--- src/rtl/core/tls_pkg.sv ---
// ---------------------------------------------------------------------------
// tls_pkg
// Shared types and constants of the text line segmenter.
// ---------------------------------------------------------------------------
package tls_pkg;

    localparam int MAX_COLS  = 1024;
    localparam int MAX_ROWS  = 1024;

    // coordinate and count widths of the reported fields
    localparam int COL_W     = 10;
    localparam int ROW_W     = 10;
    localparam int IDX_W     = 10;

    // configuration port
    localparam int DIM_W     = 11;
    localparam int CFG_IDX_W = 1;

    localparam logic [CFG_IDX_W-1:0] REG_IMAGE_WIDTH  = 1'd0;
    localparam logic [CFG_IDX_W-1:0] REG_IMAGE_HEIGHT = 1'd1;

    localparam logic [DIM_W-1:0] DIM_RESET    = 11'd1024;
    localparam logic [DIM_W-1:0] MAX_COLS_DIM = DIM_W'(MAX_COLS);
    localparam logic [DIM_W-1:0] MAX_ROWS_DIM = DIM_W'(MAX_ROWS);

    // last column and last row index after clamping the dimensions
    typedef struct packed {
        logic [COL_W-1:0] col_last;
        logic [ROW_W-1:0] row_last;
    } dims_t;

    typedef struct packed {
        logic [IDX_W-1:0] line_index;
        logic [ROW_W-1:0] top_row;
        logic [ROW_W-1:0] bottom_row;
        logic [COL_W-1:0] first_col;
        logic [COL_W-1:0] last_col;
    } line_rec_t;

    // handshake between the tracker and the result register
    typedef struct packed {
        logic      push;
        line_rec_t rec;
    } result_req_t;

endpackage

--- src/rtl/core/tls_pixel_if.sv ---
// ---------------------------------------------------------------------------
// tls_pixel_if
// Pixel stream channel: one bi-level pixel per request.
// ---------------------------------------------------------------------------
interface tls_pixel_if;
    logic valid;
    logic ready;
    logic pixel;

    modport source (output valid, output pixel, input ready);
    modport sink   (input valid, input pixel, output ready);
endinterface

--- src/rtl/core/tls_line_if.sv ---
// ---------------------------------------------------------------------------
// tls_line_if
// Line result channel: one detected text line per request.
// ---------------------------------------------------------------------------
interface tls_line_if;
    logic                      valid;
    logic                      ready;
    logic [tls_pkg::IDX_W-1:0] line_index;
    logic [tls_pkg::ROW_W-1:0] top_row;
    logic [tls_pkg::ROW_W-1:0] bottom_row;
    logic [tls_pkg::COL_W-1:0] first_col;
    logic [tls_pkg::COL_W-1:0] last_col;

    modport source (output valid, output line_index, output top_row, output bottom_row,
                    output first_col, output last_col, input ready);
    modport sink   (input valid, input line_index, input top_row, input bottom_row,
                    input first_col, input last_col, output ready);
endinterface

--- src/rtl/core/tls_cfg_regs.sv ---
// ---------------------------------------------------------------------------
// tls_cfg_regs
// Image size registers, clamped to the supported range.
// ---------------------------------------------------------------------------
module tls_cfg_regs (
    input  logic                          clk,
    input  logic                          rst_n,
    input  logic                          cfg_we,
    input  logic [tls_pkg::CFG_IDX_W-1:0] cfg_index,
    input  logic [tls_pkg::DIM_W-1:0]     cfg_data,
    output tls_pkg::dims_t                dims
);
    import tls_pkg::*;

    logic [DIM_W-1:0] width_reg;
    logic [DIM_W-1:0] height_reg;

    always_ff @(posedge clk or negedge rst_n)
    begin
        if (!rst_n)
        begin
            width_reg  <= DIM_RESET;
            height_reg <= DIM_RESET;
        end
        else if (cfg_we)
        begin
            case (cfg_index)
                REG_IMAGE_WIDTH:  width_reg  <= cfg_data;
                REG_IMAGE_HEIGHT: height_reg <= cfg_data;
                default: ;
            endcase
        end
    end

    // zero counts as one, oversize saturates
    always_comb
    begin
        if (width_reg == '0)
            dims.col_last = '0;
        else if (width_reg >= MAX_COLS_DIM)
            dims.col_last = COL_W'(MAX_COLS_DIM - 11'd1);
        else
            dims.col_last = COL_W'(width_reg - 11'd1);

        if (height_reg == '0)
            dims.row_last = '0;
        else if (height_reg >= MAX_ROWS_DIM)
            dims.row_last = ROW_W'(MAX_ROWS_DIM - 11'd1);
        else
            dims.row_last = ROW_W'(height_reg - 11'd1);
    end

endmodule

--- src/rtl/core/tls_line_tracker.sv ---
// ---------------------------------------------------------------------------
// tls_line_tracker
// Input register, row and line running state, and line emit decision.
// ---------------------------------------------------------------------------
module tls_line_tracker (
    input  logic                 clk,
    input  logic                 rst_n,
    tls_pixel_if.sink            pixels,
    input  tls_pkg::dims_t       dims,
    input  logic                 slot_free,
    output tls_pkg::result_req_t res
);
    import tls_pkg::*;

    logic             in_vld_reg, in_vld_next;
    logic             px_reg;

    logic [COL_W-1:0] col_reg, col_next;
    logic [ROW_W-1:0] row_reg, row_next;
    logic             row_has_reg, row_has_next;
    logic [COL_W-1:0] row_min_reg, row_min_next;
    logic [COL_W-1:0] row_max_reg, row_max_next;
    logic             line_open_reg, line_open_next;
    logic [ROW_W-1:0] line_top_reg, line_top_next;
    logic [COL_W-1:0] line_min_reg, line_min_next;
    logic [COL_W-1:0] line_max_reg, line_max_next;
    logic [IDX_W-1:0] lines_reg, lines_next;

    logic             rh_c;
    logic [COL_W-1:0] rmin_c, rmax_c;
    logic             row_end, last_row, emit, fire;
    logic [ROW_W-1:0] top_c;
    logic [COL_W-1:0] lmin_c, lmax_c;

    assign fire          = in_vld_reg && (!emit || slot_free);
    assign pixels.ready  = !in_vld_reg || fire;
    assign in_vld_next   = (pixels.valid && pixels.ready) || (in_vld_reg && !fire);

    always_ff @(posedge clk)
    begin
        if (pixels.valid && pixels.ready)
            px_reg <= pixels.pixel;
    end

    always_comb
    begin
        // row extent including the current pixel
        rh_c   = row_has_reg || px_reg;
        rmin_c = row_min_reg;
        rmax_c = row_max_reg;
        if (px_reg)
        begin
            if (!row_has_reg)
            begin
                rmin_c = col_reg;
                rmax_c = col_reg;
            end
            else
            begin
                if (col_reg < row_min_reg) rmin_c = col_reg;
                if (col_reg > row_max_reg) rmax_c = col_reg;
            end
        end

        row_end  = col_reg >= dims.col_last;
        last_row = row_reg >= dims.row_last;

        // line extent once this row is merged in
        top_c  = line_top_reg;
        lmin_c = line_min_reg;
        lmax_c = line_max_reg;
        if (!line_open_reg)
        begin
            top_c  = row_reg;
            lmin_c = rmin_c;
            lmax_c = rmax_c;
        end
        else
        begin
            if (rmin_c < line_min_reg) lmin_c = rmin_c;
            if (rmax_c > line_max_reg) lmax_c = rmax_c;
        end

        emit                = 1'b0;
        res.rec.line_index  = lines_reg;
        res.rec.top_row     = line_top_reg;
        res.rec.bottom_row  = row_reg - 10'd1;
        res.rec.first_col   = line_min_reg;
        res.rec.last_col    = line_max_reg;
        if (in_vld_reg && row_end)
        begin
            if (rh_c && last_row)
            begin
                emit               = 1'b1;
                res.rec.top_row    = top_c;
                res.rec.bottom_row = row_reg;
                res.rec.first_col  = lmin_c;
                res.rec.last_col   = lmax_c;
            end
            else if (!rh_c && line_open_reg)
            begin
                emit = 1'b1;
            end
        end
        res.push = fire && emit;

        col_next       = col_reg;
        row_next       = row_reg;
        row_has_next   = row_has_reg;
        row_min_next   = row_min_reg;
        row_max_next   = row_max_reg;
        line_open_next = line_open_reg;
        line_top_next  = line_top_reg;
        line_min_next  = line_min_reg;
        line_max_next  = line_max_reg;
        lines_next     = lines_reg;

        if (fire)
        begin
            if (!row_end)
            begin
                col_next     = col_reg + 10'd1;
                row_has_next = rh_c;
                row_min_next = rmin_c;
                row_max_next = rmax_c;
            end
            else if (last_row)
            begin
                // frame restart
                col_next       = '0;
                row_next       = '0;
                row_has_next   = 1'b0;
                row_min_next   = '1;
                row_max_next   = '0;
                line_open_next = 1'b0;
                line_top_next  = '0;
                line_min_next  = '1;
                line_max_next  = '0;
                lines_next     = '0;
            end
            else
            begin
                col_next     = '0;
                row_next     = row_reg + 10'd1;
                row_has_next = 1'b0;
                row_min_next = '1;
                row_max_next = '0;
                if (rh_c)
                begin
                    line_open_next = 1'b1;
                    line_top_next  = top_c;
                    line_min_next  = lmin_c;
                    line_max_next  = lmax_c;
                end
                else if (line_open_reg)
                begin
                    line_open_next = 1'b0;
                    lines_next     = lines_reg + 10'd1;
                end
            end
        end
    end

    always_ff @(posedge clk or negedge rst_n)
    begin
        if (!rst_n)
        begin
            in_vld_reg    <= 1'b0;
            col_reg       <= '0;
            row_reg       <= '0;
            row_has_reg   <= 1'b0;
            row_min_reg   <= '1;
            row_max_reg   <= '0;
            line_open_reg <= 1'b0;
            line_top_reg  <= '0;
            line_min_reg  <= '1;
            line_max_reg  <= '0;
            lines_reg     <= '0;
        end
        else
        begin
            in_vld_reg    <= in_vld_next;
            col_reg       <= col_next;
            row_reg       <= row_next;
            row_has_reg   <= row_has_next;
            row_min_reg   <= row_min_next;
            row_max_reg   <= row_max_next;
            line_open_reg <= line_open_next;
            line_top_reg  <= line_top_next;
            line_min_reg  <= line_min_next;
            line_max_reg  <= line_max_next;
            lines_reg     <= lines_next;
        end
    end

endmodule

--- src/rtl/core/tls_out_reg.sv ---
// ---------------------------------------------------------------------------
// tls_out_reg
// Result register driving the line channel.
// ---------------------------------------------------------------------------
module tls_out_reg (
    input  logic                clk,
    input  logic                rst_n,
    input  tls_pkg::result_req_t res,
    output logic                slot_free,
    tls_line_if.source          lines
);
    import tls_pkg::*;

    logic      out_vld_reg, out_vld_next;
    line_rec_t rec_reg;

    assign slot_free    = !out_vld_reg || lines.ready;
    assign out_vld_next = res.push || (out_vld_reg && !lines.ready);

    always_ff @(posedge clk or negedge rst_n)
    begin
        if (!rst_n)
            out_vld_reg <= 1'b0;
        else
            out_vld_reg <= out_vld_next;
    end

    always_ff @(posedge clk)
    begin
        if (res.push)
            rec_reg <= res.rec;
    end

    assign lines.valid      = out_vld_reg;
    assign lines.line_index = rec_reg.line_index;
    assign lines.top_row    = rec_reg.top_row;
    assign lines.bottom_row = rec_reg.bottom_row;
    assign lines.first_col  = rec_reg.first_col;
    assign lines.last_col   = rec_reg.last_col;

endmodule

--- src/rtl/core/text_line_segmenter.sv ---
// ---------------------------------------------------------------------------
// text_line_segmenter
// Finds text lines in a raster bi-level image by horizontal projection.
// ---------------------------------------------------------------------------
//  channel   dir  payload                                         request
//  pixels    in   pixel                                           one pixel
//  lines     out  line_index top_row bottom_row first_col last_col one line
//  cfg_*     in   cfg_index cfg_data                              reg write
//
//  one pixel per clock sustained; a pixel passes an input register and the
//  running row/line min-max update, a line lands in the result register.
//  a line goes valid when its closing pixel fires out of the input register.
//  rst_n clears counters, open line and line count; sizes reset to 1024.
//  a stalled result holds the tracker only on a pixel that emits a line.
// ---------------------------------------------------------------------------
module text_line_segmenter (
    input  logic                          clk,
    input  logic                          rst_n,
    tls_pixel_if.sink                     pixels,
    tls_line_if.source                    lines,
    input  logic                          cfg_we,
    input  logic [tls_pkg::CFG_IDX_W-1:0] cfg_index,
    input  logic [tls_pkg::DIM_W-1:0]     cfg_data
);
    import tls_pkg::*;

    dims_t       dims;
    result_req_t res;
    logic        slot_free;

    tls_cfg_regs u_cfg (
        .clk       (clk),
        .rst_n     (rst_n),
        .cfg_we    (cfg_we),
        .cfg_index (cfg_index),
        .cfg_data  (cfg_data),
        .dims      (dims)
    );

    tls_line_tracker u_track (
        .clk       (clk),
        .rst_n     (rst_n),
        .pixels    (pixels),
        .dims      (dims),
        .slot_free (slot_free),
        .res       (res)
    );

    tls_out_reg u_out (
        .clk       (clk),
        .rst_n     (rst_n),
        .res       (res),
        .slot_free (slot_free),
        .lines     (lines)
    );

endmodule

--- src/flat_wrapper.sv ---
// flat-port wrapper written by rule: the top's interface ports become plain ports
module text_line_segmenter_flat import tls_pkg::*;
  (clk, rst_n, cfg_we, cfg_index, cfg_data, pixels_valid, pixels_pixel, pixels_ready, lines_valid, lines_line_index, lines_top_row, lines_bottom_row, lines_first_col, lines_last_col, lines_ready);
  tls_pixel_if pixels_i ();
  tls_line_if lines_i ();
  input  logic clk;
  input  logic rst_n;
  input  logic cfg_we;
  input  logic [tls_pkg::CFG_IDX_W-1:0] cfg_index;
  input  logic [tls_pkg::DIM_W-1:0] cfg_data;
  input wire logic [$bits(pixels_i.valid)-1:0] pixels_valid;
  input wire logic [$bits(pixels_i.pixel)-1:0] pixels_pixel;
  output wire logic [$bits(pixels_i.ready)-1:0] pixels_ready;
  output wire logic [$bits(lines_i.valid)-1:0] lines_valid;
  output wire logic [$bits(lines_i.line_index)-1:0] lines_line_index;
  output wire logic [$bits(lines_i.top_row)-1:0] lines_top_row;
  output wire logic [$bits(lines_i.bottom_row)-1:0] lines_bottom_row;
  output wire logic [$bits(lines_i.first_col)-1:0] lines_first_col;
  output wire logic [$bits(lines_i.last_col)-1:0] lines_last_col;
  input wire logic [$bits(lines_i.ready)-1:0] lines_ready;
  assign pixels_i.valid = pixels_valid;
  assign pixels_i.pixel = pixels_pixel;
  assign pixels_ready = pixels_i.ready;
  assign lines_valid = lines_i.valid;
  assign lines_line_index = lines_i.line_index;
  assign lines_top_row = lines_i.top_row;
  assign lines_bottom_row = lines_i.bottom_row;
  assign lines_first_col = lines_i.first_col;
  assign lines_last_col = lines_i.last_col;
  assign lines_i.ready = lines_ready;
  text_line_segmenter u_core (.clk(clk), .rst_n(rst_n), .pixels(pixels_i), .lines(lines_i), .cfg_we(cfg_we), .cfg_index(cfg_index), .cfg_data(cfg_data));
endmodule
--- config.mk ---
export PLATFORM = sky130hd
export DESIGN_NAME = text_line_segmenter_flat
export DESIGN_NICKNAME = d
export VERILOG_FILES = /design/src/rtl/core/tls_pkg.sv /design/src/rtl/core/tls_pixel_if.sv /design/src/rtl/core/tls_line_if.sv /design/src/rtl/core/tls_cfg_regs.sv /design/src/rtl/core/tls_line_tracker.sv /design/src/rtl/core/tls_out_reg.sv /design/src/rtl/core/text_line_segmenter.sv /design/src/flat_wrapper.sv
export SDC_FILE = /design/constraint.sdc
export NUM_CORES = 1
export LEC_CHECK = 0
export BUFFER_PORTS_ARGS = -buffer_cell sky130_fd_sc_hd__buf_2
export CORE_MARGIN = 5
export CORE_UTILIZATION = 50
export CTS_CLUSTER_SIZE = 24
export DETAILED_ROUTE_END_ITERATION = 6
export GPL_TIMING_DRIVEN = 1
export HOLD_SLACK_MARGIN = 0.02
export PLACE_DENSITY = 0.71
export SLEW_MARGIN = 25
export SYNTH_ARGS = -nofsm -noshare
export SYNTH_HDL_FRONTEND = slang
export SYNTH_SLANG_ARGS = --single-unit
--- constraint.sdc ---
create_clock -name clk -period 8.7 [get_ports clk]
set_input_delay 0.87 -clock clk [delete_from_list [all_inputs] [get_ports clk]]
set_output_delay 0.87 -clock clk [all_outputs]
set_load 0.05 [all_outputs]
; Yosys cells after proc, flatten, opt, wreduce, memory -nomap -nowiden
; Index checks and enable logic that the tools add are counted.
[word_totals]
input_bits = 18
ram_bits = 0
rom_bits = 0
word_cells = 101
out_inout_bits = 52
mem_count = 0
latchBits = 0
register_bits = 157
[classes]
n_eq_ne = 1
n_shift = 0
mux = 36
n_mul = 0
reduce_logical = 29
n_div = 0
n_lt_le_gt_ge = 8
n_bitwise = 1
add_sub_neg = 6
[ops]
columns = cell, count
row1 = 10-bit 2-to-1 mux, 28
row2 = 40-bit 2-to-1 mux, 2
row3 = 10-bit by 1-bit adder with 10-bit output (second input constant), 3
row4 = 10-bit by 1-bit subtractor with 10-bit output (second input constant), 3
row5 = 11-bit >= comparator (second input constant), 2
row6 = 11-bit zero test, 2
row7 = 10-bit >= comparator, 2
row8 = 10-bit greater-than comparator, 2
row9 = 10-bit < comparator, 2
row10 = 1-bit logical AND, 8
row11 = 1-bit zero test, 6
row12 = 1-bit logical OR, 6
row13 = 1-bit 2-to-1 mux, 6
row14 = 2-bit AND reduction, 3
row15 = 4-bit AND reduction, 1
row16 = 2-bit nonzero test, 2
row17 = 3-bit AND reduction, 1
row18 = 2-bit by 1-bit != test with 1-bit output (second input constant), 1
row19 = 1-bit inverter, 1

; Depth between registers and ports, before layout
[depth]
ltp_word = 13
ltp_mapped = 21
mapped_depth_nobuf = 19

; Modules after synthesis
; From an unflattened synthesis, not the netlist that was laid out.
[hier_totals]
cells_unflattened = 819
hier_area_um2 = 8996.1
[by_module_without_submodules]
columns = module, area_per_inst_um2, n_inst, seq_area_each_um2, cells_per_inst
row1 = tls_line_tracker, 6114.6, 1, 2132.0, 635
row2 = tls_out_reg, 1549.0, 1, 1526.5, 53
row3 = tls_cfg_regs, 1332.5, 1, 553.0, 131

; Worst setup path after synthesis
; OpenSTA, ideal clock, no wires.
[synth_path]
kind = register to register
from = reg u_core.u_cfg.width_reg[3]
to = reg u_core.u_out.out_vld_reg, in the netlist u_core.u_out.lines.valid
t_arrival_ns = 8.495
stages_incl_launch_ff = 15
synth_period_minus_slack_ns = 8.589
setup_time_ns = 0.094
slack_ns = 0.111
required_time_ns = 8.606
cell_sequence = dfrtp_1 -> or4_1 -> or3_1 -> nor2_1 -> nand2_1 -> o21ai_0 -> ha_1 -> a21o_1 -> a2111oi_2 -> o21ai_1 -> a221oi_2 -> o31ai_1 -> buf_2 -> nor4_1 -> or2_2
[synth_rtl]
columns = element, line
row1 = "start, declared", tls_cfg_regs.sv:15  ; logic [DIM_W-1:0] width_reg;
row2 = "start signal, assigned", tls_cfg_regs.sv:28  ; REG_IMAGE_WIDTH: width_reg <= cfg_data;
row3 = "end signal, assigned", tls_out_reg.sv:25  ; out_vld_reg <= out_vld_next;
row4 = "end, declared", tls_out_reg.sv:14  ; logic out_vld_reg, out_vld_next;

; Final worst setup path
[layout_path]
from = reg u_core.u_cfg.width_reg[3]
to = out pixels_ready
[layout_between]
elab_chain_len = 10
word_cells_on_any_way = 12
classes_between = 1 x add/sub / 2 x order compare / 3 x mux / 6 x reduce/logical
[layout_rtl]
columns = element, line
row1 = 10-bit by 1-bit subtractor with 10-bit output or 11-bit >= comparator (tied branches), "tls_cfg_regs.sv:43, tls_cfg_regs.sv:40"
row2 = 10-bit 2-to-1 mux, tls_cfg_regs.sv:40  ; else if (width_reg >= MAX_COLS_DIM)
row3 = 10-bit 2-to-1 mux *, tls_cfg_regs.sv:38  ; if (width_reg == '0)
row4 = 10-bit >= comparator *, tls_line_tracker.sv:65  ; row_end = col_reg >= dims.col_last;
row5 = 1-bit logical AND *, tls_line_tracker.sv:90  ; if (in_vld_reg && row_end)
row6 = 1-bit 2-to-1 mux *, tls_line_tracker.sv:90
row7 = 1-bit zero test *, tls_line_tracker.sv:35  ; assign fire = in_vld_reg && (!emit || slot_free);
row8 = 1-bit logical OR *, tls_line_tracker.sv:35
row9 = 1-bit logical AND *, tls_line_tracker.sv:35
row10 = 1-bit logical OR *, tls_line_tracker.sv:36  ; assign pixels.ready = !in_vld_reg || fire;
row11 = "end, declared", flat_wrapper.sv:13  ; output wire logic [$bits(pixels_i.ready)-1:0] pixels_ready;
; Every way passes the cells marked *; elsewhere a longest branch is shown, timed or not.

==> impl_results.md <==
- Status: completed
- Nets@finish: 946
- Hold Buf Count CTS: 0
- Register area share after synthesis: 0.481
- Routed WL: about 19,000 um
- Final Wtd Congestion: 0.875
- TNS Setup: 0 ns
- Worst Path Arrival: 4.31 ns
- Die height: approximately 140 um
- Syn Area/Cell: 10.9 sq um
- Largest stage delay, worst path: 0.58 ns
- Root Driver: clkbuf_16
- Crit-path cells: or4_1 > or3_1 > nor2_1 > nand2_1 > o21ai_0 > ha_1 > a21o_1 > a2111oi_2 > o21ai_1 > a221oi_2 > nor2_1 > nand3_1 > buf_2
- Longest Clk Path Bufs: 2
- Vias in the first global route: 6,209
- Placed Area: slightly above 0.009 sq mm
- RR Startpoint: u_core.u_cfg.width_reg[3]
- CTS buffer count: 17
- Overall routing resource usage: 0.197
- Final period util: 0.596
- Maximum fanout along the worst path: 8
- Reg2reg end: u_core.u_out.lines.last_col[3]
- PD cells: ~270 mW/mm^2
- Die area: 0.0202 sq mm
- Initial antenna violation count: 0
- Reg clk slew, reported paths: around 0.07 ns
- CP required: about 7.8 ns
- DR WL/cell: 17.3 um
- Setup Buffers After CTS: 0
- Cell Rows: 48
- Synth top area share: 0.240
- Synth area leader: dfrtp_1
- Count of final setup violators: 0
- Synth top area cells: dfrtp_1 24%, edfxtp_1 18%, ha_1 9.2%
- IO Port Bufs: 69
- Min Tclk post-route: 5.18 ns
- DRT iter0 DRCs: 411
- Count of cell types in the netlist: between 60 and 70
- CP startpoint: u_core.u_cfg.width_reg[3]
- Post-route design area: 0.00986 sq mm
- GRT overflow: 0
- Layout cell share with drive strength beyond 1: 0.235
- Detail Placement HPWL: 13,600 um
- Initial Util: 0.507
- Post-synth EDFFs: 51
- Mapped Nets: 888
- Min-delay worst type: in2async
- ANT cells: 0
- Area grow syn2layout: 12.7%
- Post-Syn Instances: approximately 810
- CP startpoint kind: flip-flop
- RSZ-0062 raised after global routing: no
- Rel. slew slack: 0.381
- Clock Sink Count: 157
- Clk_lat worst skew: 0.43 ns
- Die Wd: 142 um
- CTS tree: done
- Mapped Area: 0.00875 sq mm
- Top post-synthesis cells by count: 84 x dfrtp_1, 64 x ha_1, 56 x mux2_2, 55 x inv_1, 55 x o21ai_0
- Most common cell on crit path: nor2_1
- Number of H-tree levels: 4
- Setup Crit Path Kind: reg2out
- Worst Setup EP: pixels_ready
- CTS resizes: 0
- Global-route wire length before repair: 31,800 um
- Largest net degree at the start of global routing: 60
- Yosys reg bits: 157
- DRT antenna net count: 0
- Ys async rst share: 0.675
- Via density: just under 6
- CP Capture Type: output port
- Core Box Area: 0.0172 sq mm
- Synth Flop Type: dfrtp_1
- Fin. max-slew vios: 0
- Drt first pass iters: 4
- Slew @ Worst Pin: 0.926 ns
- FF-to-FF path depth: 13
- CP max stage cell: or4_1
- Peak supply drop: roughly 0.00016 V
- Hold Violations, Final: 0
- R2R Setup Slk: 3.81 ns
- Max Cap Viol: 0
- Fmax: 0.193 GHz
- Leakage power: between 4 and 5 nW
- Most frequent cell after synthesis: dfrtp_1
- Io pins: 70
- Synth warn: 0
- DRC violations left: 0
- Max Clock Skew: 0.00947 ns
- DR vias: roughly 6.4k
==> cell usage in the layout, fill, tap and decap left out, types with 3 or more instances in the layout <==
cell type	netlist	routed
mux2_2	56	56
ha_1	64	64
and3_1	7	7
a21oi_1	36	36
o211ai_1	6	6
or3_1	8	8
o21ai_1	5	5
o32a_1	10	10
nor3_1	33	33
nor2_2	3	3
nand2_1	45	45
nand2b_1	6	6
inv_6	0	7
clkbuf_16	0	17
nand3b_1	3	3
o21a_1	8	8
clkinv_2	0	3
edfxtp_1	51	51
mux2i_1	3	3
buf_4	0	7
xnor2_1	17	17
o21ai_0	55	55
nor2b_1	6	6
a31oi_1	5	5
nand4_1	15	15
nand3_1	17	17
a22o_1	32	32
xor2_1	13	13
inv_8	0	3
nor2_1	43	43
dfrtp_1	84	84
dfstp_2	22	22
nor4_1	7	6
buf_2	10	68
inv_1	55	55
a211oi_1	4	4
a21o_1	14	14
==> power by group <==
group          internal [mW]  switching (mW)
combinational          0.396           0.479
clock                  0.404           0.325
sequential             0.928           0.147
total                   1.73           0.951
==> cell type report <==
class                           instances  area (sq um)
Fill cell                            1457          7380
Clock buffer                           17           425
Sequential cell                       157          4210
Tap cell                              225           282
Timing Repair Buffer                   75           393
Clock inverter                         15           148
Inverter                               55           206
Multi-Input combinational cell        558          4190
==> worst min-delay path by stage <==
stage / end / start
final: u_core.u_cfg.width_reg[8] / rst_n
after global placement: u_core.u_out.lines.line_index[9] / u_core.u_track.lines_reg[9]
after detailed placement: u_core.u_out.lines.line_index[9] / u_core.u_track.lines_reg[9]
after floorplan: u_core.u_out.lines.line_index[9] / u_core.u_track.lines_reg[9]
after CTS: u_core.u_cfg.width_reg[8] / rst_n
after global routing: u_core.u_out.lines.line_index[9] / u_core.u_track.lines_reg[9]
==> critical path, delay by kind of cell, from the launching register on <==
kind	cells	cell delay [ns]
and+or+nand+nor	6	1.54
AOI/OAI and AO/OA	5	1.34
DFF	1	0.44
buffers and inverters	1	0.29
adders and majority gates	1	0.27
==> routing by layer <==
metal | track usage | wire, um
met5 | 0 | 0
met4 | 0.0530 | 236
met3 | 0.0386 | 909
met2 | 0.321 | 9030
met1 | 0.270 | 8880
==> cell families (layout without fill, tap and decap cells) <==
kind of cell,count (synthesis),in the layout,share of synthesized area
AO/OA/AOI/OAI,197,197,0.155
XOR/XNOR,30,30,0.0300
adder cells (fa/ha/maj),64,64,0.0915
buffers and inverters,91,162,0.0413
flip-flops,157,157,0.481
multiplexers,59,59,0.0755
AND/OR/NAND/NOR,208,208,0.125
==> per-stage QoR <==
step	util	power, mW	setup slack [ns]	hold WS (ns)	std cells
4_1_cts	0.572	2.69	3.51	0.469	1102
3_5_place_dp	0.539	1.96	3.88	0.457	1070
3_3_place_gp	0.539	1.93	3.92	0.459	1070
6_report	0.572	2.68	3.52	0.458	1102
5_1_grt	0.572	2.86	3.28	0.482	1102
2_1_floorplan	-	1.74	0.111	0.446	806
Power figures use the tool's default switching activity.
